===== src/design/esn_pkg.sv =====
// ----------------------------------------------------------------------------
// esn_pkg
// shared types and character constants for the emergency command sniffer
// ----------------------------------------------------------------------------
package esn_pkg;

   localparam logic [7:0] CHAR_N     = 8'h4E;
   localparam logic [7:0] CHAR_M     = 8'h4D;
   localparam logic [7:0] CHAR_0     = 8'h30;
   localparam logic [7:0] CHAR_1     = 8'h31;
   localparam logic [7:0] CHAR_2     = 8'h32;
   localparam logic [7:0] CHAR_4     = 8'h34;
   localparam logic [7:0] CHAR_8     = 8'h38;
   localparam logic [7:0] CHAR_9     = 8'h39;
   localparam logic [7:0] CHAR_MINUS = 8'h2D;
   localparam logic [7:0] CHAR_SPACE = 8'h20;
   localparam logic [7:0] CHAR_LF    = 8'h0A;

   typedef enum logic [1:0] {
      ACT_NONE    = 2'd0,
      ACT_RELEASE = 2'd1,
      ACT_KILL    = 2'd2,
      ACT_QSTOP   = 2'd3
   } action_type;

   typedef enum logic [11:0] {
      ST_START = 12'b0000_0000_0001,
      ST_N     = 12'b0000_0000_0010,
      ST_M     = 12'b0000_0000_0100,
      ST_M1    = 12'b0000_0000_1000,
      ST_M10   = 12'b0000_0001_0000,
      ST_M11   = 12'b0000_0010_0000,
      ST_M4    = 12'b0000_0100_0000,
      ST_M41   = 12'b0000_1000_0000,
      ST_M108  = 12'b0001_0000_0000,
      ST_M112  = 12'b0010_0000_0000,
      ST_M410  = 12'b0100_0000_0000,
      ST_SKIP  = 12'b1000_0000_0000
   } parse_state_type;

   typedef struct packed {
      logic       valid;
      logic [7:0] rx_byte;
   } stage_type;

endpackage


===== src/design/esn_ifs.sv =====
// ----------------------------------------------------------------------------
// esn_ifs
// valid/ready stream channels for received bytes and action results
// ----------------------------------------------------------------------------
interface esn_req_if;
   logic       valid;
   logic       ready;
   logic [7:0] rx_byte;

   modport source (output valid, output rx_byte, input ready);
   modport sink (input valid, input rx_byte, output ready);
endinterface

interface esn_rsp_if;
   logic       valid;
   logic       ready;
   logic [1:0] action;
   logic       killed;

   modport source (output valid, output action, output killed, input ready);
   modport sink (input valid, input action, input killed, output ready);
endinterface


===== src/design/esn_in_reg.sv =====
// ----------------------------------------------------------------------------
// esn_in_reg
// input register stage, holds one received byte until the parser takes it
// ----------------------------------------------------------------------------
module esn_in_reg import esn_pkg::*; (
   input  logic      clock,
   input  logic      reset,
   esn_req_if.sink   req,
   input  logic      take,
   output stage_type stage
);

   logic       valid_ff;
   logic       valid_in;
   logic [7:0] byte_ff;
   logic [7:0] byte_in;
   logic       accept;

   assign req.ready = !valid_ff || take;
   assign accept    = req.valid && req.ready;

   always_comb begin
      valid_in = valid_ff;
      byte_in  = byte_ff;
      if (accept) begin
         valid_in = 1'b1;
         byte_in  = req.rx_byte;
      end else if (take) begin
         valid_in = 1'b0;
      end
   end

   always_ff @(posedge clock) begin
      if (reset) begin
         valid_ff <= 1'b0;
      end else begin
         valid_ff <= valid_in;
      end
      byte_ff <= byte_in;
   end

   assign stage.valid   = valid_ff;
   assign stage.rx_byte = byte_ff;

endmodule


===== src/design/esn_parser.sv =====
// ----------------------------------------------------------------------------
// esn_parser
// line parser state machine, killed flag and result register
// ----------------------------------------------------------------------------
module esn_parser import esn_pkg::*; (
   input  logic      clock,
   input  logic      reset,
   input  stage_type stage,
   input  logic      detect_enable,
   output logic      take,
   esn_rsp_if.source rsp
);

   parse_state_type state_ff;
   parse_state_type state_in;
   logic            killed_ff;
   logic            killed_in;
   logic            valid_ff;
   logic            valid_in;
   action_type      action_ff;
   action_type      action_in;
   logic            fire;
   logic [7:0]      c;
   logic            is_digit;

   assign take     = !valid_ff || rsp.ready;
   assign fire     = stage.valid && take;
   assign c        = stage.rx_byte;
   assign is_digit = (c >= CHAR_0) && (c <= CHAR_9);

   always_comb begin
      state_in  = state_ff;
      killed_in = killed_ff;
      action_in = ACT_NONE;
      unique case (state_ff)
         ST_START: begin
            if (c == CHAR_SPACE) state_in = ST_START;
            else if (c == CHAR_N) state_in = ST_N;
            else if (c == CHAR_M) state_in = ST_M;
            else state_in = ST_SKIP;
         end
         ST_N: begin
            if (is_digit || c == CHAR_MINUS || c == CHAR_SPACE) state_in = ST_N;
            else if (c == CHAR_M) state_in = ST_M;
            else state_in = ST_SKIP;
         end
         ST_M: begin
            if (c == CHAR_SPACE) state_in = ST_M;
            else if (c == CHAR_1) state_in = ST_M1;
            else if (c == CHAR_4) state_in = ST_M4;
            else state_in = ST_SKIP;
         end
         ST_M1: begin
            if (c == CHAR_0) state_in = ST_M10;
            else if (c == CHAR_1) state_in = ST_M11;
            else state_in = ST_SKIP;
         end
         ST_M10: begin
            state_in = (c == CHAR_8) ? ST_M108 : ST_SKIP;
         end
         ST_M11: begin
            state_in = (c == CHAR_2) ? ST_M112 : ST_SKIP;
         end
         ST_M4: begin
            state_in = (c == CHAR_1) ? ST_M41 : ST_SKIP;
         end
         ST_M41: begin
            state_in = (c == CHAR_0) ? ST_M410 : ST_SKIP;
         end
         ST_M108: begin
            if (c == CHAR_LF) begin
               state_in = ST_START;
               if (detect_enable) action_in = ACT_RELEASE;
            end
         end
         ST_M112: begin
            if (c == CHAR_LF) begin
               state_in = ST_START;
               if (detect_enable) begin
                  action_in = ACT_KILL;
                  killed_in = 1'b1;
               end
            end
         end
         ST_M410: begin
            if (c == CHAR_LF) begin
               state_in = ST_START;
               if (detect_enable) action_in = ACT_QSTOP;
            end
         end
         default: begin
            state_in = (c == CHAR_LF) ? ST_START : ST_SKIP;
         end
      endcase
   end

   always_comb begin
      valid_in = valid_ff;
      if (fire) valid_in = 1'b1;
      else if (rsp.ready) valid_in = 1'b0;
   end

   always_ff @(posedge clock) begin
      if (reset) begin
         state_ff  <= ST_START;
         killed_ff <= 1'b0;
         valid_ff  <= 1'b0;
      end else begin
         valid_ff <= valid_in;
         if (fire) begin
            state_ff  <= state_in;
            killed_ff <= killed_in;
         end
      end
      if (fire) action_ff <= action_in;
   end

   assign rsp.valid  = valid_ff;
   assign rsp.action = action_ff;
   assign rsp.killed = killed_ff;

endmodule


===== src/design/emergency_command_sniffer.sv =====
// ----------------------------------------------------------------------------
// emergency_command_sniffer
// watches a serial text stream for the urgent commands M108, M112 and M410
// ----------------------------------------------------------------------------
// One byte per transaction enters on req; every byte gives exactly one result
// on rsp with the action code (nonzero only for the newline that ends a
// matched command while detection is enabled) and the sticky killed flag.
// A byte passes an input register and then the parser, whose next state is a
// small function of state and byte, so one byte is taken every cycle while rsp
// is ready; its result is held in the parser's result register for rsp. While
// a result waits on rsp the input register can take one more byte, then req
// stalls. csr_we writes csr_wdata into the detect enable bit, reset to 1.
module emergency_command_sniffer import esn_pkg::*; (
   input  logic      clock,
   input  logic      reset,
   esn_req_if.sink   req,
   esn_rsp_if.source rsp,
   input  logic      csr_we,
   input  logic      csr_wdata
);

   logic      detect_enable_ff;
   logic      detect_enable_in;
   logic      take;
   stage_type stage;

   assign detect_enable_in = csr_we ? csr_wdata : detect_enable_ff;

   always_ff @(posedge clock) begin
      if (reset) begin
         detect_enable_ff <= 1'b1;
      end else begin
         detect_enable_ff <= detect_enable_in;
      end
   end

   esn_in_reg u_in_reg (
      .clock (clock),
      .reset (reset),
      .req   (req),
      .take  (take),
      .stage (stage)
   );

   esn_parser u_parser (
      .clock         (clock),
      .reset         (reset),
      .stage         (stage),
      .detect_enable (detect_enable_ff),
      .take          (take),
      .rsp           (rsp)
   );

endmodule

===== src/flat_wrapper.sv =====
// flat-port wrapper written by rule: the top's interface ports become plain ports
module emergency_command_sniffer_flat import esn_pkg::*;
  (clock, reset, csr_we, csr_wdata, req_valid, req_rx_byte, req_ready, rsp_valid, rsp_action, rsp_killed, rsp_ready);
  esn_req_if req_i ();
  esn_rsp_if rsp_i ();
  input  logic clock;
  input  logic reset;
  input  logic csr_we;
  input  logic csr_wdata;
  input wire logic [$bits(req_i.valid)-1:0] req_valid;
  input wire logic [$bits(req_i.rx_byte)-1:0] req_rx_byte;
  output wire logic [$bits(req_i.ready)-1:0] req_ready;
  output wire logic [$bits(rsp_i.valid)-1:0] rsp_valid;
  output wire logic [$bits(rsp_i.action)-1:0] rsp_action;
  output wire logic [$bits(rsp_i.killed)-1:0] rsp_killed;
  input wire logic [$bits(rsp_i.ready)-1:0] rsp_ready;
  assign req_i.valid = req_valid;
  assign req_i.rx_byte = req_rx_byte;
  assign req_ready = req_i.ready;
  assign rsp_valid = rsp_i.valid;
  assign rsp_action = rsp_i.action;
  assign rsp_killed = rsp_i.killed;
  assign rsp_i.ready = rsp_ready;
  emergency_command_sniffer u_core (.clock(clock), .reset(reset), .req(req_i), .rsp(rsp_i), .csr_we(csr_we), .csr_wdata(csr_wdata));
endmodule

===== config.mk =====
export PLATFORM = sky130hd
export DESIGN_NAME = emergency_command_sniffer_flat
export DESIGN_NICKNAME = d
export VERILOG_FILES = /design/src/design/esn_pkg.sv /design/src/design/esn_ifs.sv /design/src/design/esn_in_reg.sv /design/src/design/esn_parser.sv /design/src/design/emergency_command_sniffer.sv /design/src/flat_wrapper.sv
export SDC_FILE = /design/constraint.sdc
export NUM_CORES = 1
export LEC_CHECK = 0
export BUFFER_PORTS_ARGS = -buffer_cell sky130_fd_sc_hd__clkbuf_2
export CORE_UTILIZATION = 44
export DETAILED_ROUTE_END_ITERATION = 7
export HOLD_SLACK_MARGIN = 0.02
export PLACE_DENSITY = 0.7
export SYNTH_ARGS = -nofsm -noshare
export SYNTH_HDL_FRONTEND = slang
export SYNTH_SLANG_ARGS = --single-unit
export TNS_END_PERCENT = 5

===== constraint.sdc =====
create_clock -name clock -period 3.6 [get_ports clock]
set_input_delay 0.72 -clock clock [delete_from_list [all_inputs] [get_ports clock]]
set_output_delay 0.72 -clock clock [all_outputs]
set_load 0.05 [all_outputs]

Word level (Yosys, flattened, before mapping)

Cells that the tools add are included.

Output and inout bits: 5
Logic and storage cells: 72
Register bits: 26

Reduce and logical (&&, ||, !) cells: 14
Order comparisons: 2
Multiplexer cells: 27
Equal/unequal tests: 22

Operators with widths:

| kind                 | count |
|---|---|
| $mux 12              | 15 |
| $pmux 12 s9          | 1 |
| $eq 8x6->1 const B   | 7 |
| $eq 8x7->1 const B   | 2 |
| $eq 12x1->1 const B  | 1 |
| $eq 12x10->1 const B | 1 |
| $eq 12x11->1 const B | 1 |
| $eq 12x2->1 const B  | 1 |
| $eq 12x3->1 const B  | 1 |
| $eq 12x4->1 const B  | 1 |
| $eq 12x5->1 const B  | 1 |
| $eq 12x6->1 const B  | 1 |
| $eq 12x7->1 const B  | 1 |
| $eq 12x8->1 const B  | 1 |
| $eq 12x9->1 const B  | 1 |
| $eq 8x4->1 const B   | 1 |
| $ge 8x6->1 const B   | 1 |
| $le 8x6->1 const B   | 1 |
| $mux 2               | 4 |
| $mux 1               | 6 |
| $pmux 2 s3           | 1 |
| $logic_or 1x1->1     | 4 |
| $reduce_and 4->1     | 1 |
| $reduce_bool 2->1    | 2 |
| other kinds (5)      | 8 |

Longest topological paths before layout

Depth after elaboration: 6
Depth in mapped cells: 7

Hierarchy

From an unflattened synthesis, not the netlist that was laid out.

Cell total of the unflattened synthesis: 188
Area total of the unflattened synthesis: 1625.3 um^2

Modules (own cells, without submodules):

| module                    | seq. area each (um^2) | area an instance (um^2) | times used | cells an instance |
|---|---|---|---|---|
| esn_parser                | 340.3                 | 1287.5                  | 1          | 171 |
| esn_in_reg                | 260.2                 | 302.8                   | 1          | 14 |
| emergency_command_sniffer | 20.0                  | 35.0                    | 1          | 3 |

Worst setup path after synthesis

Ideal clock, no wire load.

Path type: input to output
Start: input rsp_ready
End: output req_ready
Buffers on the path: 0
Cell stages on the path: 2
Setup slack: 1656 ps
Arrival: 1224 ps
Required time: 2880 ps
Path through: nor2b_1 nand2_1

Cells in the longest elaborated chain, start to end: 2

Ends and longest elaborated chain:

| what             | line               | RTL |
|---|---|---|
| from (decl)      | flat_wrapper.sv:16 | `input wire logic [$bits(rsp_i.ready)-1:0] rsp_ready;` |
| $logic_or 1x1->1 | esn_parser.sv:26   | `assign take = !valid_ff \|\| rsp.ready;` |
| $logic_or 1x1->1 | esn_in_reg.sv:19   | `assign req.ready = !valid_ff \|\| take;` |
| to (decl)        | flat_wrapper.sv:12 | `output wire logic [$bits(req_i.ready)-1:0] req_ready;` |

Every way passes these cells.

Worst setup path in the final report

Start: register u_core.u_in_reg.byte_ff[0]
End: register u_core.u_parser.state_ff[11]

Cells in the longest elaborated chain, start to end: 6
Elaborated cells between the ends (all ways): 32
Those cells by class: order compare (2); eq/ne (11); mux (15); reduce/logical (4)

Ends and longest elaborated chain:

| what                                            | line              | RTL |
|---|---|---|
| from (decl)                                     | esn_in_reg.sv:15  | `logic [7:0] byte_ff;` |
| from (signal assigned)                          | esn_in_reg.sv:39  | `byte_ff <= byte_in;` |
| $ge 8x6->1 / $le 8x6->1 (equally long branches) | esn_parser.sv:29  | `assign is_digit = (c >= CHAR_0) && (c <= CHAR_9);` |
| $logic_and 1x1->1                               | esn_parser.sv:29  |  |
| $logic_or 1x1->1 (2 in a row)                   | esn_parser.sv:43  | `if (is_digit \|\| c == CHAR_MINUS \|\| c == CHAR_SPACE) state_in = ST_N;` |
| $mux 12                                         | esn_parser.sv:43  |  |
| $pmux 12 s9                                     | esn_parser.sv:35  | `unique case (state_ff)` |
| to (signal assigned)                            | esn_parser.sv:111 | `state_ff <= state_in;` |
| to (decl)                                       | esn_parser.sv:14  | `parse_state_type state_ff;` |

Several ways; a longest one is shown, not always the timed one.
A chain may end at the register's enable or synchronous reset.

==> impl_results.md <==
* Outcome: complete, no violations
* Path type of the worst min-delay path: register to register
* Wl on met1 at 1460 um
* Dominant register cell in the synthesized netlist: dfxtp_1
* Count of maximum capacitance violations at 0
* Maximum number of pins on one net before global-route repair at 15
* Global-route wire length before repair at 4950 um
* H-Tree Depth at 1
* Clock root buffer master: clkbuf_4
* Row cnt at 20
* Fin cells at 220
* Setup TNS at 0 ns
* Vias per std cell at 5.80
* Final period util at 57.3%
* Startpoint of the most critical setup path: u_core.u_in_reg.byte_ff[0]
* Number of buffers inserted to repair setup after CTS at 0
* Crit path largest cell delay at 0.55 ns
* Required time at the endpoint of the critical path at 3.80 ns
* Overall die area at 3630 um^2
* Worst-path clk slew at 0.13 ns
* Classification of the worst setup path: register to register
* Setup repair after global routing missed its margin: no
* Cells along the critical path: or3_4 -> or4_4 -> nand4_4 -> o21ai_2 -> a32oi_1 -> a31oi_1
* CTS tree: built
* Initial antenna violation count at 0
* Final clock skew at 0.00886 ns
* Post-Synth XOR/XNOR Area at 2.35%
* Family of cells with the greatest summed delay on the critical path: simple AND/OR/NAND/NOR gates
* Leakage power figure at 0.595 nW
* Hold-fix buffer count after cts at 0
* DRC violations left at 0
* Effective utilization at floorplan at 47.7%
* Worst r2r src: u_core.u_in_reg.byte_ff[0]
* Total of flip-flops plus latches after synthesis at 26
* Mapped Nets at 174
* Clock latency reported for the late side of the worst-skew pair at 0.31 ns
* Cell at the slowest stage of the critical path: edfxtp_1
* Fraction of synthesized area in multiplexers at 0.671%
* Transition at the pin with the smallest max-transition slack at 0.481 ns
* Layout cell share with drive strength beyond 1 at 18.2%
* DP Wirelength at 2390 um
* Maximum number of buffers from clock root to sink at 2
* Net count, final at 191
* Count of endpoints failing hold in the final timing report at 0
* Final-report setup violation count at 0
* Number of port buffers at 18
* FMAX at 484 MHz
* Final-layout fill cell count at 292
* Core Box Area at 3130 um^2
* Vias at 1,276
* Cell variety after synth at 52
* Count of pins on the block boundary at 19
* Fraction of the mapped netlist area in simple logic gates at 31.0%
* Die Wd at 60.2 um
* Capture point of the critical path: u_core.u_parser.state_ff[11]
* Post-route cell area at 1620 um^2
* Worst reg2reg setup slack at 1.54 ns
* Inserted Clock Buffers at 3
* Reg-to-Reg End: u_core.u_parser.state_ff[11]
* Amount of wire on met2 after detailed routing at 1480 um
* Min Hold Slack at 0.496 ns
* Met3 wire len at 160 um
* Slew Limit Fails at 0
* Number of cells after detailed placement at 216
* Highest net fanout along the worst path at 11
* Sequential share of the synthesized area at 41.6%
* PD cells at 315 nW/um^2
* List of most frequent post-synthesis cells: nor2_1, dfxtp_1, edfxtp_1, o21ai_0, nor2b_1
* Post-synthesis to final-layout area growth at 8.39%
* Critical path depth at 6
* Number of iterations in the first detailed-routing pass at 4
* Dominant cells by area after synthesis: dfxtp_1, edfxtp_1, nor2_1, nor2b_1, o21ai_0
* Crit path time final at 2.06 ns
* Synth Area in Compound Gates at 19.5%
* Data arrival, critical path at 2.27 ns
* Ys async rst share at 0%
* Main combinational cell family by area after synthesis: simple AND/OR/NAND/NOR gates
* Count of instances resized after the clock tree is built at 0
* Number of DRC markers after the initial detailed-route iteration at 94
* Residual overflow from global routing at 0
* Cell Area, Placed at 1590 um^2
* Antenna diodes at 0
* Die Height at 60.2 um
* EDFF count, synth at 10
* Synth top area share at 21.5%
* Global-route usage over all layers at 18.3%
* DRT antenna net count at 0
* Via count of the first global-routing pass at 1,080
* Endpoint type of the worst setup path: register
* Synthesized area per cell at 9.32 um^2
* Count of warnings emitted by yosys at 0
* Mapped cell area at 1490 um^2
* Routability congestion estimate from global placement at 0.880
* R2R depth at 6
* Drt total wl at 3110 um
* Nature of the critical path startpoint: register
* Worst relative slew slack at 67.1%
* Post-route total power at 0.510 mW
* Routed WL per cell at 14.1 um
* Cells after Synth at 160
* Library cell with the largest summed area after synthesis: dfxtp_1
* Number of sinks driven by the clock tree at 26
* Most frequent cell after synthesis: nor2_1
* Top sig layer: met4
* Max IR drop VDD at 0.000252 V
* Buf+Inv Stages, Crit Path at 0
* Adder-cell area share of the yosys netlist at 0%
power by group:
part	switching (mW)	leakage (nW)	internal, mW	total, mW
clock network	0.0807	0.0150	0.0433	0.124
registers	0.0121	0.228	0.316	0.328
logic	0.0362	0.352	0.0215	0.0577
total	0.129	0.595	0.381	0.510
final cells by class:
type / count / area, um^2 / share of cell area, %
Clock buffer: 4 / 26.3 / 1.63
Inverter: 7 / 26.3 / 1.63
Multi-Input combinational cell: 121 / 798 / 49.4
Sequential cell: 26 / 621 / 38.4
Tap cell: 44 / 55.1 / 3.41
Timing Repair Buffer: 18 / 90.1 / 5.57
metal layers:
metal / vias up / GRT usage [%]
li1: 641 / -
met1: 595 / 26.0
met2: 38 / 28.6
met3: 2 / 4.33
met4: 0 / 2.99
met5: - / 0
worst register-to-register path, stage by stage (launching register included):
cell      delay (ns)
edfxtp_1        0.55
or3_4           0.43
or4_4           0.47
nand4_4         0.13
o21ai_2         0.06
a32oi_1         0.21
a31oi_1         0.11
kinds of logic (layout without fill, tap and decap cells):
group	count (synthesis)	count (layout)
DFF	26	26
AOI/OAI and AO/OA	39	39
muxes	1	1
xor gates and xnor gates	4	4
buffers and inverters	13	29
and+or+nand+nor	77	77
through the flow:
stage / utilization [%] / setup slack (ns)
3_5_place_dp: 50.8 / 1.54
2_1_floorplan: - / 1.66
3_3_place_gp: 50.8 / 1.55
5_1_grt: 51.7 / 1.43
6_report: 51.7 / 1.54
4_1_cts: 51.7 / 1.54
cells in the final DEF, fill, tap and decap left out, types with 2 or more instances in the layout:
cell	Yosys	final
a22o_1	2	2
a22oi_1	2	2
a31oi_1	4	4
a32o_1	4	4
and2_1	2	2
and3_1	3	3
and4_1	2	2
clkbuf_2	0	18
clkbuf_4	0	3
dfxtp_1	16	16
edfxtp_1	10	10
inv_1	7	7
nand2_1	7	7
nand2b_1	3	3
nand3_1	7	7
nand3b_1	2	2
nand4_1	3	3
nand4b_1	2	2
nor2_1	17	17
nor2b_1	8	8
nor3_1	5	5
nor4_1	4	4
o211ai_1	2	2
o21ai_0	10	10
o2bb2ai_1	5	5
xnor2_1	2	2
xor2_1	2	2
worst min path at each step:
| stage | startpoint | end | slack (ns) | cells past startpoint |
|---|---|---|---|---|
| 6_report | u_core.u_parser.rsp.killed | u_core.u_parser.rsp.killed | 0.50 | 1 |
| 5_1_grt | u_core.u_parser.rsp.killed | u_core.u_parser.rsp.killed | 0.53 | 1 |
| 4_1_cts | u_core.u_parser.rsp.killed | u_core.u_parser.rsp.killed | 0.50 | 1 |
| 3_5_place_dp | u_core.u_parser.rsp.killed | u_core.u_parser.rsp.killed | 0.47 | 1 |
| 3_3_place_gp | u_core.u_parser.rsp.killed | u_core.u_parser.rsp.killed | 0.45 | 1 |
| 2_1_floorplan | u_core.detect_enable_ff | u_core.detect_enable_ff | 0.44 | 2 |
flip-flops by register name (all words and copies together), names as in the netlist:
signal                      count
u_core.u_parser.rsp.valid       1
u_core.u_in_reg.valid_ff        1
u_core.u_parser.rsp.action      2
u_core.u_parser.state_ff       12
u_core.detect_enable_ff         1
u_core.u_in_reg.byte_ff         8
u_core.u_parser.rsp.killed      1
Power figures use the tool's default switching activity.
